==> src/glos_pkg.sv <==
// ----------------------------------------------------------------------------
// glos_pkg
// Shared types and constants for the grid line-of-sight block.
// ----------------------------------------------------------------------------
package glos_pkg;

   localparam int GRID_DIM_DEF  = 32;
   localparam int FRAC_BITS_DEF = 8;

   localparam int COORD_W = 14;   // fixed-point coordinate width
   localparam int CELL_W  = 5;    // map write column/row width
   localparam int ACC_W   = 32;   // crossing accumulators, wrap mod 2^32

   localparam logic REQ_WRITE = 1'b0;
   localparam logic REQ_QUERY = 1'b1;

   typedef enum logic [2:0] {
      ST_CLEAR,
      ST_IDLE,
      ST_SETUP,
      ST_WALK,
      ST_DRAIN,
      ST_DONE
   } state_type;

   typedef struct packed {
      logic clear_en;      // write one cleared entry of the sweep
      logic write_cell;    // map write word accepted
      logic load;          // query word accepted
      logic setup;         // start walk: tiles, accumulators
      logic issue;         // read current tile, step if not at end
      logic result_load;   // move verdict into output register
   } glos_cmd_type;

   typedef struct packed {
      logic clear_last;    // sweep at last entry
      logic outside;       // an end tile lies off the map
      logic at_end;        // walk sits on the end tile
      logic rd_pend;       // map read data valid this cycle
      logic rd_open;       // map read data
      logic rsp_busy;      // output register full and not taken
   } glos_status_type;

endpackage

==> src/glos_ctrl.sv <==
// ----------------------------------------------------------------------------
// glos_ctrl
// Sequencer: map clear sweep, request accept, tile walk, result hand-off.
// ----------------------------------------------------------------------------
module glos_ctrl import glos_pkg::*; (
   input  logic            clock,
   input  logic            reset,
   input  logic            req_valid,
   input  logic            req_type,
   output logic            req_ready,
   input  glos_status_type status,
   output glos_cmd_type    cmd
);

   state_type state_ff;
   state_type state_in;
   logic      accept;

   assign accept = req_valid && req_ready;

   always_ff @(posedge clock) begin
      if (reset) begin
         state_ff <= ST_CLEAR;
      end else begin
         state_ff <= state_in;
      end
   end

   // next state
   always_comb begin
      state_in = state_ff;
      case (state_ff)
         ST_CLEAR: begin
            if (status.clear_last) begin
               state_in = ST_IDLE;
            end
         end
         ST_IDLE: begin
            if (accept && req_type == REQ_QUERY) begin
               state_in = ST_SETUP;
            end
         end
         ST_SETUP: begin
            state_in = status.outside ? ST_DONE : ST_WALK;
         end
         ST_WALK: begin
            if (status.rd_pend && !status.rd_open) begin
               state_in = ST_DONE;
            end else if (status.at_end) begin
               state_in = ST_DRAIN;
            end
         end
         ST_DRAIN: begin
            state_in = ST_DONE;
         end
         ST_DONE: begin
            if (!status.rsp_busy) begin
               state_in = ST_IDLE;
            end
         end
         default: begin
            state_in = ST_CLEAR;
         end
      endcase
   end

   // outputs
   always_comb begin
      req_ready = 1'b0;
      cmd       = '0;
      case (state_ff)
         ST_CLEAR: begin
            cmd.clear_en = 1'b1;
         end
         ST_IDLE: begin
            req_ready      = 1'b1;
            cmd.write_cell = accept && req_type == REQ_WRITE;
            cmd.load       = accept && req_type == REQ_QUERY;
         end
         ST_SETUP: begin
            cmd.setup = !status.outside;
         end
         ST_WALK: begin
            cmd.issue = 1'b1;
         end
         ST_DRAIN: begin
            cmd.issue = 1'b0;
         end
         ST_DONE: begin
            cmd.result_load = !status.rsp_busy;
         end
         default: begin
            cmd = '0;
         end
      endcase
   end

endmodule

==> src/glos_dp.sv <==
// ----------------------------------------------------------------------------
// glos_dp
// Datapath: tile map memory, walk position, cross-multiplied accumulators
// and output register.
// ----------------------------------------------------------------------------
module glos_dp import glos_pkg::*; #(
   parameter int GRID_DIM  = GRID_DIM_DEF,
   parameter int FRAC_BITS = FRAC_BITS_DEF
) (
   input  logic                clock,
   input  logic                reset,
   input  glos_cmd_type        cmd,
   output glos_status_type     status,
   input  logic [CELL_W-1:0]   req_cell_x,
   input  logic [CELL_W-1:0]   req_cell_y,
   input  logic                req_cell_open,
   input  logic [COORD_W-1:0]  req_start_x,
   input  logic [COORD_W-1:0]  req_start_y,
   input  logic [COORD_W-1:0]  req_end_x,
   input  logic [COORD_W-1:0]  req_end_y,
   input  logic                rsp_ready,
   output logic                rsp_valid,
   output logic                rsp_line_clear,
   output logic                rsp_outside_grid
);

   localparam int IDX_W     = $clog2(GRID_DIM);
   localparam int ADDR_W    = 2 * IDX_W;
   localparam int MEM_DEPTH = 1 << ADDR_W;
   localparam int TILE_W    = COORD_W - FRAC_BITS;
   localparam int DIST_W    = FRAC_BITS + 1;
   localparam logic [DIST_W-1:0] ONE_TILE = DIST_W'(1) << FRAC_BITS;

   // tile map
   logic mem [MEM_DEPTH];
   logic [ADDR_W-1:0] clr_addr_ff, clr_addr_in;
   logic [ADDR_W-1:0] wr_addr;
   logic              wr_en;
   logic              wr_data;
   logic              cell_in_map;

   // query operands
   logic              negx_ff, negy_ff;
   logic [COORD_W-1:0] adx_ff, ady_ff;
   logic [DIST_W-1:0] distx_ff, disty_ff;
   logic [IDX_W-1:0]  scol_ff, srow_ff, ecol_ff, erow_ff;
   logic              outside_ff;

   // walk state
   logic [IDX_W-1:0]  walk_col_ff, walk_row_ff;
   logic [IDX_W-1:0]  x_left_ff, y_left_ff;
   logic [ACC_W-1:0]  acc_x_ff, acc_y_ff;
   logic [ACC_W-1:0]  acc_diff;
   logic              at_end, step_x;

   logic              rd_pend_ff, rd_open_ff, hit_block_ff;
   logic              rsp_valid_ff, rsp_clear_ff, rsp_out_ff;

   // load-side decode
   logic               negx, negy;
   logic [TILE_W-1:0]  scol_t, srow_t, ecol_t, erow_t;
   logic [FRAC_BITS-1:0] fx, fy;
   logic               outside;

   assign negx   = req_end_x < req_start_x;
   assign negy   = req_end_y < req_start_y;
   assign scol_t = req_start_x[COORD_W-1:FRAC_BITS];
   assign srow_t = req_start_y[COORD_W-1:FRAC_BITS];
   assign ecol_t = req_end_x[COORD_W-1:FRAC_BITS];
   assign erow_t = req_end_y[COORD_W-1:FRAC_BITS];
   assign fx     = req_start_x[FRAC_BITS-1:0];
   assign fy     = req_start_y[FRAC_BITS-1:0];
   assign outside = (32'(scol_t) >= 32'(GRID_DIM)) || (32'(srow_t) >= 32'(GRID_DIM)) ||
                    (32'(ecol_t) >= 32'(GRID_DIM)) || (32'(erow_t) >= 32'(GRID_DIM));

   always_ff @(posedge clock) begin
      if (cmd.load) begin
         negx_ff    <= negx;
         negy_ff    <= negy;
         adx_ff     <= negx ? req_start_x - req_end_x : req_end_x - req_start_x;
         ady_ff     <= negy ? req_start_y - req_end_y : req_end_y - req_start_y;
         distx_ff   <= negx ? DIST_W'(fx) : ONE_TILE - DIST_W'(fx);
         disty_ff   <= negy ? DIST_W'(fy) : ONE_TILE - DIST_W'(fy);
         scol_ff    <= IDX_W'(scol_t);
         srow_ff    <= IDX_W'(srow_t);
         ecol_ff    <= IDX_W'(ecol_t);
         erow_ff    <= IDX_W'(erow_t);
         outside_ff <= outside;
      end
   end

   // step choice: a finished axis never steps; a tie steps in y
   assign at_end   = (x_left_ff == '0) && (y_left_ff == '0);
   assign acc_diff = acc_x_ff - acc_y_ff;
   always_comb begin
      if (y_left_ff == '0) begin
         step_x = 1'b1;
      end else if (x_left_ff == '0) begin
         step_x = 1'b0;
      end else begin
         step_x = acc_diff[ACC_W-1];
      end
   end

   always_ff @(posedge clock) begin
      if (cmd.setup) begin
         walk_col_ff <= scol_ff;
         walk_row_ff <= srow_ff;
         x_left_ff   <= negx_ff ? scol_ff - ecol_ff : ecol_ff - scol_ff;
         y_left_ff   <= negy_ff ? srow_ff - erow_ff : erow_ff - srow_ff;
         acc_x_ff    <= ACC_W'(distx_ff * ACC_W'(ady_ff));
         acc_y_ff    <= ACC_W'(disty_ff * ACC_W'(adx_ff));
      end else if (cmd.issue && !at_end) begin
         if (step_x) begin
            walk_col_ff <= negx_ff ? walk_col_ff - 1'b1 : walk_col_ff + 1'b1;
            x_left_ff   <= x_left_ff - 1'b1;
            acc_x_ff    <= acc_x_ff + (ACC_W'(ady_ff) << FRAC_BITS);
         end else begin
            walk_row_ff <= negy_ff ? walk_row_ff - 1'b1 : walk_row_ff + 1'b1;
            y_left_ff   <= y_left_ff - 1'b1;
            acc_y_ff    <= acc_y_ff + (ACC_W'(adx_ff) << FRAC_BITS);
         end
      end
   end

   // map write port: clear sweep or cell write
   assign cell_in_map = (32'(req_cell_x) < 32'(GRID_DIM)) && (32'(req_cell_y) < 32'(GRID_DIM));
   assign wr_en       = cmd.clear_en || (cmd.write_cell && cell_in_map);
   assign wr_addr     = cmd.clear_en ? clr_addr_ff
                                     : {IDX_W'(req_cell_y), IDX_W'(req_cell_x)};
   assign wr_data     = cmd.clear_en ? 1'b0 : req_cell_open;
   assign clr_addr_in = clr_addr_ff + 1'b1;

   always_ff @(posedge clock) begin
      if (wr_en) begin
         mem[wr_addr] <= wr_data;
      end
   end

   always_ff @(posedge clock) begin
      if (cmd.issue) begin
         rd_open_ff <= mem[{walk_row_ff, walk_col_ff}];
      end
   end

   always_ff @(posedge clock) begin
      if (reset) begin
         clr_addr_ff  <= '0;
         rd_pend_ff   <= 1'b0;
         hit_block_ff <= 1'b0;
         rsp_valid_ff <= 1'b0;
      end else begin
         if (cmd.clear_en) begin
            clr_addr_ff <= clr_addr_in;
         end
         rd_pend_ff <= cmd.issue;
         if (cmd.load) begin
            hit_block_ff <= 1'b0;
         end else if (rd_pend_ff && !rd_open_ff) begin
            hit_block_ff <= 1'b1;
         end
         if (cmd.result_load) begin
            rsp_valid_ff <= 1'b1;
         end else if (rsp_ready) begin
            rsp_valid_ff <= 1'b0;
         end
      end
   end

   always_ff @(posedge clock) begin
      if (cmd.result_load) begin
         rsp_clear_ff <= !outside_ff && !hit_block_ff;
         rsp_out_ff   <= outside_ff;
      end
   end

   assign status.clear_last = (clr_addr_ff == ADDR_W'(MEM_DEPTH - 1));
   assign status.outside    = outside_ff;
   assign status.at_end     = at_end;
   assign status.rd_pend    = rd_pend_ff;
   assign status.rd_open    = rd_open_ff;
   assign status.rsp_busy   = rsp_valid_ff && !rsp_ready;

   assign rsp_valid        = rsp_valid_ff;
   assign rsp_line_clear   = rsp_clear_ff;
   assign rsp_outside_grid = rsp_out_ff;

endmodule

==> src/grid_line_of_sight_dda_top.sv <==
// ----------------------------------------------------------------------------
// grid_line_of_sight_dda_top
// Tile map with line-of-sight queries by 2D grid traversal.
//
//  channel | direction | word contents
//  --------+-----------+------------------------------------------------------
//  req_    | in        | req_type, cell x/y/open, start x/y, end x/y
//  rsp_    | out       | line_clear, outside_grid (one word per query)
//
// After reset the map is swept to blocked, one entry per cycle:
// 2^(2*clog2(GRID_DIM)) entries (1024 at 32x32); no word is taken meanwhile.
// A query walks N tiles, N = 1 .. 2*GRID_DIM-1, with one map read per tile,
// overlapped with the step. An off-map query skips the walk. A finished
// result waits in the output register; new writes are taken while it waits,
// a new query can finish only once the register is free.
// ----------------------------------------------------------------------------
module grid_line_of_sight_dda_top import glos_pkg::*; #(
   parameter int GRID_DIM  = GRID_DIM_DEF,
   parameter int FRAC_BITS = FRAC_BITS_DEF
) (
   input  logic               clock,
   input  logic               reset,
   input  logic               req_valid,
   output logic               req_ready,
   input  logic               req_type,
   input  logic [CELL_W-1:0]  req_cell_x,
   input  logic [CELL_W-1:0]  req_cell_y,
   input  logic               req_cell_open,
   input  logic [COORD_W-1:0] req_start_x,
   input  logic [COORD_W-1:0] req_start_y,
   input  logic [COORD_W-1:0] req_end_x,
   input  logic [COORD_W-1:0] req_end_y,
   output logic               rsp_valid,
   input  logic               rsp_ready,
   output logic               rsp_line_clear,
   output logic               rsp_outside_grid
);

   glos_cmd_type    cmd;
   glos_status_type status;

   // sequencer
   glos_ctrl u_ctrl (
      .clock     (clock),
      .reset     (reset),
      .req_valid (req_valid),
      .req_type  (req_type),
      .req_ready (req_ready),
      .status    (status),
      .cmd       (cmd)
   );

   // map, walk and output register
   glos_dp #(
      .GRID_DIM  (GRID_DIM),
      .FRAC_BITS (FRAC_BITS)
   ) u_dp (
      .clock            (clock),
      .reset            (reset),
      .cmd              (cmd),
      .status           (status),
      .req_cell_x       (req_cell_x),
      .req_cell_y       (req_cell_y),
      .req_cell_open    (req_cell_open),
      .req_start_x      (req_start_x),
      .req_start_y      (req_start_y),
      .req_end_x        (req_end_x),
      .req_end_y        (req_end_y),
      .rsp_ready        (rsp_ready),
      .rsp_valid        (rsp_valid),
      .rsp_line_clear   (rsp_line_clear),
      .rsp_outside_grid (rsp_outside_grid)
   );

endmodule

==> config.mk <==
export PLATFORM = sky130hd
export DESIGN_NAME = grid_line_of_sight_dda_top
export DESIGN_NICKNAME = d
export VERILOG_FILES = /design/src/glos_pkg.sv /design/src/glos_ctrl.sv /design/src/glos_dp.sv /design/src/grid_line_of_sight_dda_top.sv
export SDC_FILE = /design/constraint.sdc
export NUM_CORES = 2
export LEC_CHECK = 0
export BUFFER_PORTS_ARGS = -buffer_cell sky130_fd_sc_hd__buf_2
export CORE_ASPECT_RATIO = 1.4
export CORE_MARGIN = 4
export CORE_UTILIZATION = 58
export DETAILED_ROUTE_END_ITERATION = 10
export PLACE_DENSITY = 0.74
export SYNTH_ARGS = -nofsm -noshare
export SYNTH_HDL_FRONTEND = slang
export SYNTH_HIERARCHICAL = 1
export SYNTH_SLANG_ARGS = --single-unit
==> constraint.sdc <==
create_clock -name clock -period 93.5 [get_ports clock]
set_input_delay 9.35 -clock clock [delete_from_list [all_inputs] [get_ports clock]]
set_output_delay 9.35 -clock clock [all_outputs]
set_load 0.02 [all_outputs]
Word level (Yosys, flattened, before mapping):

Memory sizes are Yosys's and may differ from the RTL's. A register that Yosys moved wholly into a read port is not among the register bits.
Index checks and enable logic that the tools add are counted.

* $add $sub $neg: 20
* $mul: 2
* divide/modulo/power cells: 0
* order comparisons: 6
* equal/unequal tests: 11
* shifts and indexed selects: 0
* multiplexer cells: 47
* bitwise operators: 2
* reduce and logical (&&, ||, !) cells: 30

Operators by type and width (number)
* 2-to-1 mux 23 bit: 6
* 2-to-1 mux 5 bit: 16
* adder 32 x 22 -> 32 bit: 2
* subtractor 14 bit: 4
* multiplier 9 x 14 -> 23 bit: 2
* subtractor 32 bit: 1
* < comparator 14 bit: 2
* 2-to-1 mux 14 bit: 2
* greater-or-equal comparator 6 bit (second input constant): 4
* subtractor 5 x 1 -> 5 bit (second input constant): 4
* subtractor 5 bit: 4
* 2-to-1 mux 3 bit: 6
* case mux 3 bit (6 select lines): 1
* subtractor 9 x 8 -> 9 bit (first input constant): 2
* 2-to-1 mux 8 bit: 2
* 2-to-1 mux 1 bit: 12
* adder 10 x 1 -> 10 bit (second input constant): 1
* adder 5 x 1 -> 5 bit (second input constant): 2
* == test 10 bit (second input constant): 1
* zero test 5 bit: 2
* 2-to-1 mux 10 bit: 1
* logical AND 1 bit: 8
* AND reduction 2 bit: 4
* == test 3 x 2 -> 1 bit (second input constant): 2
* other kinds (13): 27

* flip-flop bits (word level): 171
* bits in latches: 0
* bits in writable memories: 1024
* bits in read-only memories: 0
* bits of input ports: 72
* output and inout bits: 4
* word-level logic and storage cells: 147
* memories: 1

Memories
* u_dp.mem: words 1024, width 1, rd ports 1, clocked after Yosys merged registers in 1, write ports 1, line glos_dp.sv:35 `logic mem [MEM_DEPTH];`

Depth between registers and ports, before layout:

* word-level depth: 8
* mapped depth: 21
* depth with buffers taken out: 20

Cells and area by module:

The synthesis kept the hierarchy.

Modules (own cells, without submodules)
* glos_dp: instances 1, cells an instance 5182, area each 64459.3 sq um, seq. area each 35514.1 sq um
* glos_ctrl: instances 1, cells an instance 37, area each 272.8 sq um, seq. area each 60.1 sq um

Least setup slack after synthesis:

Ideal clock, no wire load.

* path kind: in2reg
* from: in req_cell_open
* to: mem u_dp.mem[0] (data pin)
* setup time: 5174 ps
* arrival time: 33687 ps
* data required time: 88326 ps
* setup slack: 54639 ps
* stages: 1
* buffers on the path: 0
* cell sequence: nor2b_1

* word-level cells in the longest chain between the ends: 1

RTL lines
* start, declared: line grid_line_of_sight_dda_top.sv:28 `input logic req_cell_open,`
* 2-to-1 mux 1 bit: line glos_dp.sv:131 `assign wr_data = cmd.clear_en ? 1'b0 : req_cell_open;`
* end, declared: line glos_dp.sv:35

Every way passes these cells.

Worst setup path after layout:

* from: in req_cell_open
* to: mem u_dp.mem[939] (data pin)

* word-level cells in the longest chain between the ends: 1

RTL lines
* 2-to-1 mux 1 bit: line glos_dp.sv:131
* named net u_dp.wr_data: line glos_dp.sv:39 `logic wr_data;`

The timed path passes the listed nets, and every way through them passes these cells.

==> results.txt <==
- Of the available clock period, the critical path in the final layout requires 13.0%.
- Entering global routing, the biggest net connects 293 pins.
- In this run the cell area of the synthesized design comes to approximately 65,000 µm².
- Ys async rst share: 0%
* Top-level port count: 76
* Root buf cell: sky130_fd_sc_hd__clkbuf_16
* Instance count of the mapped netlist: ~5,200
- The min-delay analysis places its worst path in the category flip-flop to flip-flop.
- The die covers around 120,000 µm².
- Post-CTS repair changed the size of 0 cells.
* Placed instance area: 65,900 µm²
* Slew at the pin closest to its max-slew limit: 1.37 ns
- The number of nets in the synthesized netlist is 5,700.
* Pins over their slew limit: 0
* Remaining antenna violation count after routing: 0
- Headroom to the max-slew limit: around 7.7%
* Layout Cell Area excl Fill: 69,500 µm²
- Required time worst endpoint: 93.86 ns
- Average routed wire per standard cell: 25.0 µm
- Setup violations, final: 0
* Number of clock sinks: around 1,200
* Number of global-route vias before repair: roughly 42,000
- At the end of routability-driven placement, the weighted congestion stood at 0.857.
* NumNets Final: 5,594
* Static leakage: 0.0245 µW
* Inserted Clock Buffers: 111
* Flop2flop setup slack: between 80 and 90 ns
- The H-tree generated during clock tree synthesis spans 3 levels.
* Run status: completed
- Synth Warn #: 6
- Fraction of the yosys area taken by sequential cells: 55.0%
* Total core area: roughly 110,000 µm²
- At the worst endpoint, the arrival time is approximately 12 ns.
- Yosys mapped a number of flops with a built-in enable equal to 1,162.
- Of the cells placed in the final design, the portion with a size suffix greater than 1 is 12.4%.
- In this run the tool buffered the top-level ports with 75 buffer cells.
- Along the worst path, the maximum fanout reaches 292.
- DR DRC count: 0
- Final hold violation count: 0
- A synthesized cell averages roughly 12 µm².
- Setup repair after global routing left no endpoint under its margin.
* Average vias per placed instance: between 6 and 7
* Filler-free cell count of the finished design: 6,672
- Number of placed instances with taps included: 6,460
- Antenna violations before repair: 2
- Max Buffers Root-to-Sink: 3
- Final routed wirelength across all metal layers: about 170 mm
- Sum of negative setup slack: 0 ns
- The routed layout has roughly 41,000 vias.
- The first detailed-routing pass took 8 iterations.
* Highest clock rate: 82.4 MHz
- Clock-pin slew was measured on the worst setup and hold paths at roughly 0.060 ns.
* Endpoint type of the worst setup path: flip-flop
* Initial core utilization: about three fifths
* Largest vdd supply drop: 15.1 µV
- Counting I/O delays and the setup requirement, the final critical path takes 12.13 ns.
- The floorplan has 144 rows.
* Top flip-flop cell by instance count after synthesis: sky130_fd_sc_hd__edfxtp_1
* Global Route Usage Sum: 28.4%
* Hold Buf Count CTS: 0
* Growth of design area from synthesis to finish: 7.44%
- Critical path class: primary input to flip-flop
- Synthesized flop and latch total: 1,196
- Global-route wire length before repair: about 250 mm
- The die is 403 µm tall.
* Unique cell type count in the Yosys netlist: 89
* Fillcell total: approximately 8,300
* Setup Buffers After CTS: 0
* Violation count after the first detailed-route iteration: 4,260
- For this design the ratio of total power to cell area is ~15 nW/µm².
* Clock tree from TritonCTS: done
- STA classifies the critical path startpoint as a primary input.
- Remaining global-route overflow: 0
- The clock reaches the later pin of the worst-skew pair after 0.73 ns.
- Horizontal die dimension: 290 µm
- Skew final: 0.0298 ns
- Once detailed placement completed, the half-perimeter wirelength came to 103 mm.
* # Max-Cap Violations: 0
## worst paths after layout
| path | endpoint | startpoint | cells after the start |
|---|---|---|---|
| max | u_dp/mem[939] | req_cell_open | 5 |
| min | u_dp/acc_y_ff[23] | u_dp/acc_y_ff[23] | 2 |
| max reg2reg | u_dp/acc_x_ff[22] | u_dp/distx_ff[0] | 18 |
| min reg2reg | u_dp/acc_y_ff[23] | u_dp/acc_y_ff[23] | 2 |
## metrics by stage
step                      util (%)  total power [µW]  hold slack [ns]  setup slack, ns
final                         63.0              1060            0.517            81.37
after detailed placement      59.7               623            0.504            80.78
after CTS                     63.0              1070            0.512            81.54
after global placement        59.7               623            0.487            80.80
after global routing          63.0              1090            0.562            81.18
after floorplan                  -               612            0.452            54.64
## worst max-delay path: stages
cell and delay [ns]:
sky130_fd_sc_hd__buf_2 0.07, sky130_fd_sc_hd__nor2b_4 0.15, sky130_fd_sc_hd__buf_12 0.65, sky130_fd_sc_hd__buf_12 0.75
sky130_fd_sc_hd__buf_4 0.92
## cell families (layout without fill, tap and decap cells)
group / count (synthesis) / in the layout / synth area share (%)
other: 0 / 3 / 0
buffers and inverters: 746 / 736 / 4.82
DFF: 1196 / 1196 / 55.0
xor gates and xnor gates: 133 / 133 / 1.80
and+or+nand+nor: 1911 / 1911 / 12.6
adders and majority gates: 409 / 409 / 10.0
muxes: 353 / 353 / 11.1
AOI/OAI and AO/OA: 471 / 471 / 4.74
## routing by layer
layer,vias up,routed length [µm],track usage (%)
met4,0,10600,15.1
met1,20900,55900,32.5
met5,-,0,0
li1,18100,-,-
met3,520,13200,4.81
met2,1856,86900,51.1
## power breakdown
group          total, µW  internal, µW  switching (µW)  leakage [µW]
Clock                452           247             205       0.00175
Combinational       31.3          10.8            20.5        0.0117
Sequential           581           580           0.334        0.0110
Total               1060           838             226        0.0245
## layout make-up
type / instances / area, µm² / area share, %
antenna: 3 / 7.51 / 0.0108
clock buffer: 144 / 2980 / 4.29
clock inverter: 65 / 623 / 0.896
inverter: 382 / 1430 / 2.06
multi-input combinational: 3277 / 26200 / 37.6
sequential: 1196 / 35600 / 51.2
tap: 1460 / 1830 / 2.63
timing repair buffer: 145 / 938 / 1.35
## synthesized netlist by cell type, types with 8 or more instances
library cell	count	share of area, %
sky130_fd_sc_hd__nor2_1	1196	6.9
sky130_fd_sc_hd__edfxtp_1	1162	54
sky130_fd_sc_hd__inv_1	379	2.2
sky130_fd_sc_hd__nand2_1	292	1.7
sky130_fd_sc_hd__mux4_2	269	9.4
sky130_fd_sc_hd__clkbuf_1	245	1.4
sky130_fd_sc_hd__ha_1	227	4.4
sky130_fd_sc_hd__fa_1	182	5.6
sky130_fd_sc_hd__and2_1	163	1.6
sky130_fd_sc_hd__a21oi_1	136	1.1
sky130_fd_sc_hd__o21ai_0	96	0.74
sky130_fd_sc_hd__xnor2_1	83	1.1
sky130_fd_sc_hd__nand3_1	64	0.49
sky130_fd_sc_hd__mux2i_1	60	0.93
sky130_fd_sc_hd__nor3_1	53	0.41
sky130_fd_sc_hd__xor2_1	50	0.68
sky130_fd_sc_hd__a21o_1	41	0.48
sky130_fd_sc_hd__buf_1	41	0.24
sky130_fd_sc_hd__buf_2	41	0.32
sky130_fd_sc_hd__dfxtp_1	34	1.1
sky130_fd_sc_hd__nor2b_1	34	0.33
sky130_fd_sc_hd__a211oi_1	26	0.30
sky130_fd_sc_hd__nand2b_1	25	0.24
sky130_fd_sc_hd__nand4_1	20	0.19
sky130_fd_sc_hd__buf_6	19	0.33
sky130_fd_sc_hd__mux4_1	17	0.69
sky130_fd_sc_hd__o22ai_1	16	0.15
sky130_fd_sc_hd__a221oi_1	14	0.19
sky130_fd_sc_hd__a31oi_1	14	0.14
sky130_fd_sc_hd__buf_4	12	0.14
sky130_fd_sc_hd__and3_1	11	0.11
sky130_fd_sc_hd__nor4_1	11	0.11
sky130_fd_sc_hd__o21a_1	11	0.13
sky130_fd_sc_hd__o211ai_1	10	0.12
sky130_fd_sc_hd__o21ai_1	10	0.077
sky130_fd_sc_hd__o21bai_1	8	0.093
sky130_fd_sc_hd__or4_1	8	0.093
## placed cells by master (no fill, tap or decap), types with 19 or more instances in the layout
cell / count
sky130_fd_sc_hd__nand4_1: 20
sky130_fd_sc_hd__buf_2: 75
sky130_fd_sc_hd__nand2_2: 19
sky130_fd_sc_hd__nand2_1: 273
sky130_fd_sc_hd__o21ai_0: 94
sky130_fd_sc_hd__inv_1: 379
sky130_fd_sc_hd__a211oi_1: 26
sky130_fd_sc_hd__mux2i_1: 60
sky130_fd_sc_hd__and2_1: 163
sky130_fd_sc_hd__xnor2_1: 83
sky130_fd_sc_hd__edfxtp_1: 1162
sky130_fd_sc_hd__fa_1: 182
sky130_fd_sc_hd__a21oi_1: 136
sky130_fd_sc_hd__nand2b_1: 23
sky130_fd_sc_hd__ha_1: 227
sky130_fd_sc_hd__mux4_2: 269
sky130_fd_sc_hd__clkbuf_1: 25
sky130_fd_sc_hd__dfxtp_1: 34
sky130_fd_sc_hd__nor2b_1: 33
sky130_fd_sc_hd__a21o_1: 41
sky130_fd_sc_hd__clkinv_1: 20
sky130_fd_sc_hd__nor3_1: 50
sky130_fd_sc_hd__clkbuf_16: 111
sky130_fd_sc_hd__buf_4: 67
sky130_fd_sc_hd__nor2_1: 1196
sky130_fd_sc_hd__xor2_1: 50
sky130_fd_sc_hd__nand3_1: 57
## flip-flops by register name, indices dropped and copies added, names as in the netlist, 9 cells and up
| signal | cells |
|---|---|
| u_dp/clr_addr_ff | 10 |
| u_dp/ady_ff | 14 |
| u_dp/mem | 1024 |
| u_dp/acc_x_ff | 32 |
| u_dp/disty_ff | 9 |
| u_dp/distx_ff | 9 |
| u_dp/adx_ff | 14 |
| u_dp/acc_y_ff | 32 |
Power figures use the tool's default switching activity.
